==> config.mk <==
export PLATFORM = sky130hd
export DESIGN_NAME = point_list_engine
export DESIGN_NICKNAME = d
export VERILOG_FILES = /design/src/rtl/core/ple_pkg.sv /design/src/rtl/core/point_list_engine.sv /design/src/rtl/core/ple_ctrl.sv /design/src/rtl/core/ple_datapath.sv
export SDC_FILE = /design/constraint.sdc
export NUM_CORES = 2
export LEC_CHECK = 0
export BUFFER_PORTS_ARGS = -buffer_cell sky130_fd_sc_hd__buf_2
export CORE_ASPECT_RATIO = 0.7
export CORE_MARGIN = 10
export CORE_UTILIZATION = 35
export CTS_CLUSTER_DIAMETER = 150
export DETAILED_ROUTE_END_ITERATION = 16
export PLACE_DENSITY = 0.6
export SYNTH_ARGS = -nofsm -noshare
export SYNTH_HDL_FRONTEND = slang
export SYNTH_HIERARCHICAL = 1
export SYNTH_SLANG_ARGS = --single-unit
==> constraint.sdc <==
create_clock -name clk -period 17.2 [get_ports clk]
set_clock_uncertainty 0.05 [all_clocks]
set_input_delay 1.72 -clock clk [delete_from_list [all_inputs] [get_ports clk]]
set_output_delay 1.72 -clock clk [all_outputs]
set_load 0.02 [all_outputs]
==> src/rtl/core/ple_pkg.sv <==
`timescale 1ns / 1ps
// ----------------------------------------------------------------------------
// ple_pkg: shared definitions for the point list engine
// Operation and reply codes, status codes, controller states and the
// command and status bundles between controller and datapath.
// ----------------------------------------------------------------------------
package ple_pkg;

    // fixed field widths
    localparam int KIND_W   = 3;
    localparam int REPLY_W  = 3;
    localparam int STATUS_W = 2;
    localparam int COUNT_W  = 6;
    localparam int RADIUS_W = 16;

    // parameter defaults
    localparam int DEF_CAPACITY    = 32;
    localparam int DEF_COORD_WIDTH = 16;

    // operation codes
    localparam logic [KIND_W-1:0] KIND_PUSH   = 3'd0;
    localparam logic [KIND_W-1:0] KIND_POP    = 3'd1;
    localparam logic [KIND_W-1:0] KIND_DELETE = 3'd2;
    localparam logic [KIND_W-1:0] KIND_QUERY  = 3'd3;
    localparam logic [KIND_W-1:0] KIND_FIND   = 3'd4;
    localparam logic [KIND_W-1:0] KIND_COUNT  = 3'd5;

    // reply codes
    localparam logic [REPLY_W-1:0] REPLY_ACK      = 3'd0;
    localparam logic [REPLY_W-1:0] REPLY_IN_RANGE = 3'd1;
    localparam logic [REPLY_W-1:0] REPLY_NONE     = 3'd2;
    localparam logic [REPLY_W-1:0] REPLY_FIND     = 3'd3;
    localparam logic [REPLY_W-1:0] REPLY_COUNT    = 3'd4;

    // status codes
    localparam logic [STATUS_W-1:0] STAT_OK      = 2'd0;
    localparam logic [STATUS_W-1:0] STAT_EMPTY   = 2'd1;
    localparam logic [STATUS_W-1:0] STAT_NOMATCH = 2'd2;
    localparam logic [STATUS_W-1:0] STAT_FULL    = 2'd3;

    // controller states
    typedef enum logic [1:0] {
        ST_IDLE,
        ST_SCAN,
        ST_REPLY
    } state_t;

    // controller to datapath
    typedef struct packed {
        logic load;     // latch the accepted request
        logic scan;     // walk the stored points
        logic finish;   // emit the closing result and commit the update
    } ctrl_cmd_t;

    // datapath to controller
    typedef struct packed {
        logic empty;
        logic scan_done;
        logic out_free;
    } dp_status_t;

endpackage

==> src/rtl/core/point_list_engine.sv <==
`timescale 1ns / 1ps
// ----------------------------------------------------------------------------
// point_list_engine: ordered point store with radius query
// Newest-first store of signed points with push, pop, delete, radius list,
// find and count operations.
// ----------------------------------------------------------------------------
// Usage:
//   Requests enter on in_valid / in_stall with kind, x_coord, y_coord and
//   radius; a request is taken when in_valid is high and in_stall is low.
//   Results leave on out_valid / out_stall; last marks the closing result of
//   each request. A radius query gives one result per point in range, front
//   to back, or a single "no point" result.
//   One request is in flight at a time. Push, pop and count, and delete,
//   find or radius query on an empty store, go straight to the reply state,
//   which loads their result once the output register is free. Otherwise
//   delete and find walk the stored points through the single read port of
//   the store, one entry per cycle while the walk is not paused, and then
//   load the closing result from the reply state; a radius query has one
//   more stage for the squares. The next request is taken the cycle after that load.
//   A stalled receiver holds the output register; a walk pauses only when a
//   further in-range point needs the register, and the next request waits
//   until the closing result has been loaded.
//   Reset empties the store at once; no clearing pass is run.
// ----------------------------------------------------------------------------
module point_list_engine
    import ple_pkg::*;
#(
    parameter int CAPACITY    = DEF_CAPACITY,
    parameter int COORD_WIDTH = DEF_COORD_WIDTH
)
(
    input  logic                          clk,
    input  logic                          rst_n,
    input  logic                          in_valid,
    output logic                          in_stall,
    input  logic [KIND_W-1:0]             kind,
    input  logic signed [COORD_WIDTH-1:0] x_coord,
    input  logic signed [COORD_WIDTH-1:0] y_coord,
    input  logic [RADIUS_W-1:0]           radius,
    output logic                          out_valid,
    input  logic                          out_stall,
    output logic [REPLY_W-1:0]            reply,
    output logic signed [COORD_WIDTH-1:0] x_out,
    output logic signed [COORD_WIDTH-1:0] y_out,
    output logic                          found,
    output logic [COUNT_W-1:0]            count,
    output logic [STATUS_W-1:0]           status,
    output logic                          last
);

    ctrl_cmd_t  cmd;
    dp_status_t dp_status;

    // sequencer
    ple_ctrl u_ctrl (
        .clk      (clk),
        .rst_n    (rst_n),
        .in_valid (in_valid),
        .kind     (kind),
        .in_stall (in_stall),
        .status   (dp_status),
        .cmd      (cmd)
    );

    // store and walk datapath
    ple_datapath #(
        .CAPACITY    (CAPACITY),
        .COORD_WIDTH (COORD_WIDTH)
    ) u_datapath (
        .clk         (clk),
        .rst_n       (rst_n),
        .cmd         (cmd),
        .status      (dp_status),
        .kind        (kind),
        .x_coord     (x_coord),
        .y_coord     (y_coord),
        .radius      (radius),
        .out_valid   (out_valid),
        .out_stall   (out_stall),
        .reply       (reply),
        .x_out       (x_out),
        .y_out       (y_out),
        .found       (found),
        .count       (count),
        .status_code (status),
        .last        (last)
    );

endmodule

==> src/rtl/core/ple_ctrl.sv <==
`timescale 1ns / 1ps
// ----------------------------------------------------------------------------
// ple_ctrl: request sequencer
// Accepts one request at a time, runs the store walk when the operation
// needs one, then hands the closing result to the output register.
// ----------------------------------------------------------------------------
module ple_ctrl
    import ple_pkg::*;
(
    input  logic              clk,
    input  logic              rst_n,
    input  logic              in_valid,
    input  logic [KIND_W-1:0] kind,
    output logic              in_stall,
    input  dp_status_t        status,
    output ctrl_cmd_t         cmd
);

    state_t state_reg;
    state_t state_next;

    // state register
    always_ff @(posedge clk or negedge rst_n)
    begin
        if (!rst_n)
        begin
            state_reg <= ST_IDLE;
        end
        else
        begin
            state_reg <= state_next;
        end
    end

    // next state
    always_comb
    begin
        state_next = state_reg;
        case (state_reg)
            ST_IDLE:
            begin
                if (in_valid)
                begin
                    case (kind)
                        KIND_PUSH, KIND_POP, KIND_COUNT:
                        begin
                            state_next = ST_REPLY;
                        end
                        KIND_DELETE, KIND_QUERY, KIND_FIND:
                        begin
                            state_next = status.empty ? ST_REPLY : ST_SCAN;
                        end
                        default:
                        begin
                            state_next = ST_IDLE;   // unused codes are dropped
                        end
                    endcase
                end
            end
            ST_SCAN:
            begin
                if (status.scan_done)
                begin
                    state_next = ST_REPLY;
                end
            end
            ST_REPLY:
            begin
                if (status.out_free)
                begin
                    state_next = ST_IDLE;
                end
            end
            default:
            begin
                state_next = ST_IDLE;
            end
        endcase
    end

    // outputs
    always_comb
    begin
        in_stall   = 1'b1;
        cmd.load   = 1'b0;
        cmd.scan   = 1'b0;
        cmd.finish = 1'b0;
        case (state_reg)
            ST_IDLE:
            begin
                in_stall = 1'b0;
                cmd.load = in_valid;
            end
            ST_SCAN:
            begin
                cmd.scan = 1'b1;
            end
            ST_REPLY:
            begin
                cmd.finish = 1'b1;
            end
            default:
            begin
                in_stall = 1'b1;
            end
        endcase
    end

endmodule

==> src/rtl/core/ple_datapath.sv <==
`timescale 1ns / 1ps
// ----------------------------------------------------------------------------
// ple_datapath: point store, walk pipeline and output register
// The store is a circular buffer addressed from a head pointer. A walk reads one
// entry per cycle while not paused; delete compacts behind the match in the same
// pass and the radius test squares the coordinates one stage after the read.
// ----------------------------------------------------------------------------
module ple_datapath
    import ple_pkg::*;
#(
    parameter int CAPACITY    = DEF_CAPACITY,
    parameter int COORD_WIDTH = DEF_COORD_WIDTH
)
(
    input  logic                          clk,
    input  logic                          rst_n,
    input  ctrl_cmd_t                     cmd,
    output dp_status_t                    status,
    input  logic [KIND_W-1:0]             kind,
    input  logic signed [COORD_WIDTH-1:0] x_coord,
    input  logic signed [COORD_WIDTH-1:0] y_coord,
    input  logic [RADIUS_W-1:0]           radius,
    output logic                          out_valid,
    input  logic                          out_stall,
    output logic [REPLY_W-1:0]            reply,
    output logic signed [COORD_WIDTH-1:0] x_out,
    output logic signed [COORD_WIDTH-1:0] y_out,
    output logic                          found,
    output logic [COUNT_W-1:0]            count,
    output logic [STATUS_W-1:0]           status_code,
    output logic                          last
);

    localparam int IDX_W = (CAPACITY > 1) ? $clog2(CAPACITY) : 1;
    localparam int CNT_W = $clog2(CAPACITY + 1);
    localparam int SQ_W  = 2 * COORD_WIDTH;
    localparam int R2_W  = 2 * RADIUS_W;
    localparam int CMP_W = (SQ_W + 9 > R2_W) ? SQ_W + 9 : R2_W;

    // logical position to buffer slot, wraps once at most
    function automatic logic [IDX_W-1:0] slot(input logic [IDX_W-1:0] base,
                                             input logic [CNT_W-1:0] off);
        logic [CNT_W:0] sum;
        sum = (CNT_W + 1)'(base) + (CNT_W + 1)'(off);
        if (sum >= (CNT_W + 1)'(CAPACITY))
        begin
            sum = sum - (CNT_W + 1)'(CAPACITY);
        end
        return sum[IDX_W-1:0];
    endfunction

    // point store
    logic [COORD_WIDTH-1:0] x_mem [CAPACITY];
    logic [COORD_WIDTH-1:0] y_mem [CAPACITY];

    // latched request
    logic [KIND_W-1:0]             kind_reg;
    logic signed [COORD_WIDTH-1:0] op_x_reg;
    logic signed [COORD_WIDTH-1:0] op_y_reg;
    logic [R2_W-1:0]               r2_reg;

    // store bookkeeping
    logic [IDX_W-1:0] head_reg, head_next;
    logic [CNT_W-1:0] count_reg, count_next;

    // walk pipeline
    logic [CNT_W-1:0]              issue_reg;
    logic                          s1_valid_reg;
    logic [CNT_W-1:0]              s1_idx_reg;
    logic signed [COORD_WIDTH-1:0] rd_x_reg, rd_y_reg;
    logic                          s2_valid_reg;
    logic signed [COORD_WIDTH-1:0] s2_x_reg, s2_y_reg;
    logic [SQ_W-1:0]               sqx_reg, sqy_reg;
    logic                          matched_reg;
    logic                          pend_valid_reg;
    logic signed [COORD_WIDTH-1:0] pend_x_reg, pend_y_reg;

    // output register
    logic                          out_valid_reg;
    logic [REPLY_W-1:0]            out_reply_reg;
    logic signed [COORD_WIDTH-1:0] out_x_reg, out_y_reg;
    logic                          out_found_reg;
    logic [COUNT_W-1:0]            out_count_reg;
    logic [STATUS_W-1:0]           out_status_reg;
    logic                          out_last_reg;

    logic                          out_free, adv, issue, hit, in_range;
    logic                          emit_mid, fin, out_load;
    logic [IDX_W-1:0]              rd_addr;
    logic signed [SQ_W-1:0]        prod_x, prod_y;
    logic [SQ_W:0]                 d2;
    logic [CMP_W-1:0]              d2_scaled;
    logic                          mem_we;
    logic [IDX_W-1:0]              mem_waddr;
    logic [COORD_WIDTH-1:0]        mem_wx, mem_wy;
    logic                          store_full, store_empty;
    logic [IDX_W-1:0]              head_dec;

    // final result fields
    logic [REPLY_W-1:0]            f_reply;
    logic signed [COORD_WIDTH-1:0] f_x, f_y;
    logic                          f_found;
    logic [STATUS_W-1:0]           f_status;

    // handshake and walk control
    assign out_free    = !out_valid_reg || !out_stall;
    assign store_empty = (count_reg == '0);
    assign store_full  = (count_reg == CNT_W'(CAPACITY));
    assign d2          = {1'b0, sqx_reg} + {1'b0, sqy_reg};
    assign d2_scaled   = CMP_W'({d2, 8'b0});
    assign in_range    = (d2_scaled <= CMP_W'(r2_reg));
    // a second in-range point must wait for room in the output register
    assign adv         = !(s2_valid_reg && in_range && pend_valid_reg && !out_free);
    assign emit_mid    = cmd.scan && s2_valid_reg && in_range && pend_valid_reg && out_free;
    assign fin         = cmd.finish && out_free;
    assign out_load    = emit_mid || fin;
    assign issue       = cmd.scan && adv && (issue_reg < count_reg);
    assign rd_addr     = slot(head_reg, issue_reg);
    assign hit         = (rd_x_reg == op_x_reg) && (rd_y_reg == op_y_reg);
    assign prod_x      = rd_x_reg * rd_x_reg;
    assign prod_y      = rd_y_reg * rd_y_reg;
    assign head_dec    = (head_reg == '0) ? IDX_W'(CAPACITY - 1) : head_reg - 1'b1;

    assign status.empty     = store_empty;
    assign status.scan_done = (issue_reg == count_reg) && !s1_valid_reg && !s2_valid_reg;
    assign status.out_free  = out_free;

    // store write: push at the front, or compaction behind a deleted match
    always_comb
    begin
        mem_we    = 1'b0;
        mem_waddr = head_dec;
        mem_wx    = op_x_reg;
        mem_wy    = op_y_reg;
        if (fin && (kind_reg == KIND_PUSH) && !store_full)
        begin
            mem_we = 1'b1;
        end
        else if (cmd.scan && adv && s1_valid_reg && (kind_reg == KIND_DELETE) && matched_reg)
        begin
            mem_we    = 1'b1;
            mem_waddr = slot(head_reg, s1_idx_reg - 1'b1);
            mem_wx    = rd_x_reg;
            mem_wy    = rd_y_reg;
        end
    end

    always_ff @(posedge clk)
    begin
        if (mem_we)
        begin
            x_mem[mem_waddr] <= mem_wx;
            y_mem[mem_waddr] <= mem_wy;
        end
        if (issue)
        begin
            rd_x_reg <= x_mem[rd_addr];
            rd_y_reg <= y_mem[rd_addr];
        end
    end

    // closing result and store update
    always_comb
    begin
        f_reply    = REPLY_ACK;
        f_x        = '0;
        f_y        = '0;
        f_found    = 1'b0;
        f_status   = STAT_OK;
        head_next  = head_reg;
        count_next = count_reg;
        case (kind_reg)
            KIND_PUSH:
            begin
                if (store_full)
                begin
                    f_status = STAT_FULL;
                end
                else
                begin
                    head_next  = head_dec;
                    count_next = count_reg + 1'b1;
                end
            end
            KIND_POP:
            begin
                if (store_empty)
                begin
                    f_status = STAT_EMPTY;
                end
                else
                begin
                    head_next  = slot(head_reg, CNT_W'(1));
                    count_next = count_reg - 1'b1;
                end
            end
            KIND_DELETE:
            begin
                if (store_empty)
                begin
                    f_status = STAT_EMPTY;
                end
                else if (matched_reg)
                begin
                    count_next = count_reg - 1'b1;
                end
                else
                begin
                    f_status = STAT_NOMATCH;
                end
            end
            KIND_QUERY:
            begin
                if (pend_valid_reg)
                begin
                    f_reply = REPLY_IN_RANGE;
                    f_x     = pend_x_reg;
                    f_y     = pend_y_reg;
                end
                else
                begin
                    f_reply  = REPLY_NONE;
                    f_status = store_empty ? STAT_EMPTY : STAT_OK;
                end
            end
            KIND_FIND:
            begin
                f_reply  = REPLY_FIND;
                f_found  = matched_reg;
                f_status = store_empty ? STAT_EMPTY : STAT_OK;
            end
            KIND_COUNT:
            begin
                f_reply = REPLY_COUNT;
            end
            default:
            begin
                f_reply = REPLY_ACK;
            end
        endcase
    end

    // control registers
    always_ff @(posedge clk or negedge rst_n)
    begin
        if (!rst_n)
        begin
            head_reg       <= '0;
            count_reg      <= '0;
            issue_reg      <= '0;
            s1_valid_reg   <= 1'b0;
            s2_valid_reg   <= 1'b0;
            matched_reg    <= 1'b0;
            pend_valid_reg <= 1'b0;
            out_valid_reg  <= 1'b0;
        end
        else
        begin
            if (fin)
            begin
                head_reg  <= head_next;
                count_reg <= count_next;
            end

            if (cmd.load)
            begin
                issue_reg      <= '0;
                s1_valid_reg   <= 1'b0;
                s2_valid_reg   <= 1'b0;
                matched_reg    <= 1'b0;
                pend_valid_reg <= 1'b0;
            end
            else
            begin
                if (issue)
                begin
                    issue_reg <= issue_reg + 1'b1;
                end
                if (adv)
                begin
                    s1_valid_reg <= issue;
                    s2_valid_reg <= s1_valid_reg && (kind_reg == KIND_QUERY);
                end
                // first equal point wins
                if (cmd.scan && adv && s1_valid_reg && hit &&
                    ((kind_reg == KIND_DELETE) || (kind_reg == KIND_FIND)))
                begin
                    matched_reg <= 1'b1;
                end
                if (cmd.scan && adv && s2_valid_reg && in_range)
                begin
                    pend_valid_reg <= 1'b1;
                end
            end

            if (out_load)
            begin
                out_valid_reg <= 1'b1;
            end
            else if (!out_stall)
            begin
                out_valid_reg <= 1'b0;
            end
        end
    end

    // payload registers
    always_ff @(posedge clk)
    begin
        if (cmd.load)
        begin
            kind_reg <= kind;
            op_x_reg <= x_coord;
            op_y_reg <= y_coord;
            r2_reg   <= R2_W'(radius) * R2_W'(radius);
        end
        if (adv)
        begin
            s1_idx_reg <= issue_reg;
            s2_x_reg   <= rd_x_reg;
            s2_y_reg   <= rd_y_reg;
            sqx_reg    <= $unsigned(prod_x);
            sqy_reg    <= $unsigned(prod_y);
        end
        if (cmd.scan && adv && s2_valid_reg && in_range)
        begin
            pend_x_reg <= s2_x_reg;
            pend_y_reg <= s2_y_reg;
        end
        if (emit_mid)
        begin
            out_reply_reg  <= REPLY_IN_RANGE;
            out_x_reg      <= pend_x_reg;
            out_y_reg      <= pend_y_reg;
            out_found_reg  <= 1'b0;
            out_count_reg  <= COUNT_W'(count_reg);
            out_status_reg <= STAT_OK;
            out_last_reg   <= 1'b0;
        end
        else if (fin)
        begin
            out_reply_reg  <= f_reply;
            out_x_reg      <= f_x;
            out_y_reg      <= f_y;
            out_found_reg  <= f_found;
            out_count_reg  <= COUNT_W'(count_next);
            out_status_reg <= f_status;
            out_last_reg   <= 1'b1;
        end
    end

    assign out_valid   = out_valid_reg;
    assign reply       = out_reply_reg;
    assign x_out       = out_x_reg;
    assign y_out       = out_y_reg;
    assign found       = out_found_reg;
    assign count       = out_count_reg;
    assign status_code = out_status_reg;
    assign last        = out_last_reg;

    // checks
    a_count_bound: assert property (@(posedge clk) disable iff (!rst_n)
        count_reg <= CNT_W'(CAPACITY))
        else $error("entry count above capacity");

    a_read_in_range: assert property (@(posedge clk) disable iff (!rst_n)
        s1_valid_reg |-> (s1_idx_reg < count_reg))
        else $error("walk read past the stored entries");

    a_square_only_query: assert property (@(posedge clk) disable iff (!rst_n)
        s2_valid_reg |-> (kind_reg == KIND_QUERY))
        else $error("radius stage busy outside a radius query");

    a_no_overwrite: assert property (@(posedge clk) disable iff (!rst_n)
        (out_valid_reg && out_stall) |-> !out_load)
        else $error("output register loaded while a result is held");

endmodule
==> flow_summary_export.csv <==
group,metric,value,unit
grt,grt_pass1_vias,46300,
route,detail-route-antenna-nets,0,
placement,place_ws,8368,ps
cts,cts-root-buf,"clkbuf_16",
setup_path,r2r_end,"u_datapath/y_mem[22][7]$_DFFE_PP_",
setup_path,max_stage_delay,890,ps
setup_path,r2r-start,"u_datapath/sqx_reg[3]$_DFFE_PN_",
logic_synthesis,synth_flop_cell,"edfxtp_1",
placement,placed_area,81980,µm²
cts,clkLatencyLatePin,780,ps
route,first_pass_iters,7,
sta,maxSlewViolCount,0,
cts,clkSinkCount,1320,
route,wire_per_inst,22.71,µm
setup_path,end_kind,"flop",
cells_and_area,final_cells,8740,
floorplanning,start_util,35.18,%
grt,grt_usage,16.31,%
logic_synthesis,ys_warn_count,6,
floorplanning,die_area,240700,µm²
sta,setup_viol,0,
floorplanning,core_area,220000,µm²
cells_and_area,nFillCells,20380,
min_path,hp-start,"u_datapath/s2_x_reg[5]$_DFFE_PN_",
cts,numCtsBuffers,119,
cells_and_area,drive_gt1_share,12.73,%
logic_synthesis,seq_area_frac_synth,50.97,%
logic_synthesis,synthArstFlopShare,1.818,%
cts,post_cts_buffers,0,
cts,clock_path_buffers,3,
sta,period_needed,8186,ps
placement,io_buffers,101,
setup_path,critPathBufInv,6,
route,drt_iter0_drc,4045,
grt,grt_pass1_wl,299300,µm
run,maxCapViolCount,0,
cells_and_area,syn_to_final_growth,11.05,%
placement,placed_cells,8515,
logic_synthesis,synth_edf_count,1289,
route,routed_wl,198400,µm
floorplanning,rows,144,
floorplanning,num_io_pins,102,
sta,setup_slack,9014,ps
status,outcome,"completed",
sta,worstMarginPinSlew,1241,ps
setup_path,cpMaxStageDelayCell,"a2111oi_0",
sta,timing.final.crit_share,47.60,%
floorplanning,die_h,413.5,µm
placement,place.detailed.hpwl,126000,µm
setup_path,arrival,8600,ps
setup_path,ff2ff_setup_slack,9210,ps
cts,cts-resized-gates,0,
logic_synthesis,synth.distinct_cells,75,
logic_synthesis,syn_inst,5601,
route,vias,44490,
setup_path,cpMostUsedCell,"fa_1",
logic_synthesis,syn_area,77400,µm²
floorplanning,die-width,582.1,µm
setup_path,ff2ff_path_depth,27,
cts,clkTransAtPathRegs,60,ps
sta,rsz0062_at_grt,"false",
grt,antenna_found_initial,19,
cts,cts_max_level,3,
route,viasPerCell,5.091,
placement,globalplace.congestion,0.8259,
cells_and_area,fin_nets,6761,
setup_path,worst-setup-path-type,"in2reg",
logic_synthesis,ys_seq_elements,1320,
setup_path,path_max_fanout,14,
min_path,hold_depth,0,
sta,fmax,122.2,MHz
cells_and_area,final_cell_area,85950,µm²
sta,finalSetupTns,0,ps
route,drcViolationCount,0,
setup_path,crit_required,17610,ps
sta,maxSlewHeadroom,17.29,%
setup_path,critPathTopFamily,"adder cells",
grt,grt_max_degree,129,
min_path,min_to,"u_datapath/pend_x_reg[5]$_DFFE_PP_",
cts,cts_tree,"done",
logic_synthesis,synth_nets,6646,
min_path,min_path_type,"reg2reg",
sta,hold_viol,0,
setup_path,cp-start-kind,"primary input",
grt,grt-ovfl-total,0,
cts,cts_hold_buf,0,
logic_synthesis,syn_area_per_cell,13.82,µm²
setup_path,path_cells,"buf_2 > inv_1 > nor2_1 > fa_1 > fa_1 > inv_1 > fa_1 > inv_1 > fa_1 > inv_1 > fa_1 > fa_1 > inv_1 > ha_1 > nand3_1 > nor2_1 > o2111ai_1 > a2111oi_0 > o21ai_0 > a21oi_1 > or4_1 > a31o_2 > a31oi_1 > xnor2_1",
-- cell type report --
class	count	area, µm²	share of cell area [%]
flip-flops and latches	1320	39450	45.89
repair buffers	194	1229	1.429
well taps	2920	3654	4.251
inverters	900	3382	3.935
clock inverters	87	918.4	1.068
diodes	1	2.502	0.002911
clock buffers	137	3055	3.555
multi-input cells	3181	34260	39.86
-- worst max-delay path by stage --
stage | start | endpoint | slack (ps) | depth (start not counted)
6_report | radius[2] | u_datapath/r2_reg[30]$_DFFE_PP_ | 9010 | 24
5_1_grt | radius[2] | u_datapath/r2_reg[30]$_DFFE_PP_ | 8670 | 24
4_1_cts | radius[2] | u_datapath/r2_reg[30]$_DFFE_PP_ | 9120 | 24
3_5_place_dp | radius[2] | u_datapath/r2_reg[30]$_DFFE_PP_ | 8370 | 24
3_3_place_gp | radius[2] | u_datapath/r2_reg[30]$_DFFE_PP_ | 8410 | 24
2_1_floorplan | radius[3] | u_datapath/r2_reg[30]$_DFFE_PP_ | 9200 | 26
-- metal layers --
| layer | part of all wire, % | vias up | global-route usage, % |
|---|---|---|---|
| met3 | 7.3 | 242 | 2.873 |
| met2 | 46 | 1495 | 26.17 |
| li1 | - | 19530 | - |
| met5 | 0.0060 | - | 0 |
| met4 | 1.9 | 2 | 3.131 |
| met1 | 45 | 23220 | 23.44 |
-- cells by family after synthesis --
logic type      Yosys count  share of synthesized area [%]
xor+xnor                181                          2.048
fa+ha+maj               990                          22.26
simple gates           1272                          7.750
buf+inv                1100                          5.368
compound gates          437                          3.518
flops                  1320                          50.97
mux                     301                          8.092
-- placed cells by master, fill, tap and decap left out, drive strengths merged, types with 10 or more instances in the layout --
master,instances
ha,345
buf,194
nor2b,26
xnor2,117
or2,14
a21oi,151
and3,12
and2,189
or4,14
nand2,528
o21bai,15
mux4,256
clkinv,66
xor2,64
nor2,169
inv,901
o21a,19
fa,645
edfxtp,1289
dfrtp,24
nand3,198
a21o,56
mux2,38
nor4,19
o21ai,116
nand4,16
bufinv,15
clkbuf,137
nor3,36
a211oi,10
nand2b,29
a31oi,10
-- per-stage QoR --
stage,hold slack [ps],util (%)
3_5_place_dp,354.5,37.26
3_3_place_gp,351.1,37.26
4_1_cts,369.2,39.07
2_1_floorplan,350.3,-
6_report,368.7,39.07
5_1_grt,376.3,39.07
-- cell usage after synthesis, types with 6 or more instances --
cell type  count  share of area [%]
a21oi_1      150               0.97
or3_1          8              0.065
dfxtp_1        7               0.18
nand3_1      198                1.3
nor2b_1       26               0.21
nor4_1        19               0.15
nor3_1        36               0.23
nand2b_1      29               0.23
or2_2         12              0.097
inv_1        895                4.3
clkbuf_1     152               0.74
xnor2_1      117                1.3
mux4_2       256                7.4
mux2_2        36               0.52
a31oi_1       10              0.081
o21ai_0      114               0.74
xor2_1        64               0.72
edfxtp_1    1289                 50
nand2_1      528                2.6
o211ai_1       8              0.078
dfrtp_1       24               0.78
nand4_1       16               0.13
ha_1         345                5.6
o21a_1        19               0.18
or4_1         14               0.14
a211oi_1       8              0.078
nor2_1       169               0.82
mux2i_1        7              0.091
and2_1       189                1.5
o21bai_1      15               0.15
buf_1         37               0.18
and3_1        12              0.097
buf_2          6              0.039
a211o_1        7              0.079
a21o_1        56               0.54
fa_1         645                 17
Power is left out: the tool's default activity adds up to more than one toggle a clock period on the data nets, which glitch-free logic cannot reach.
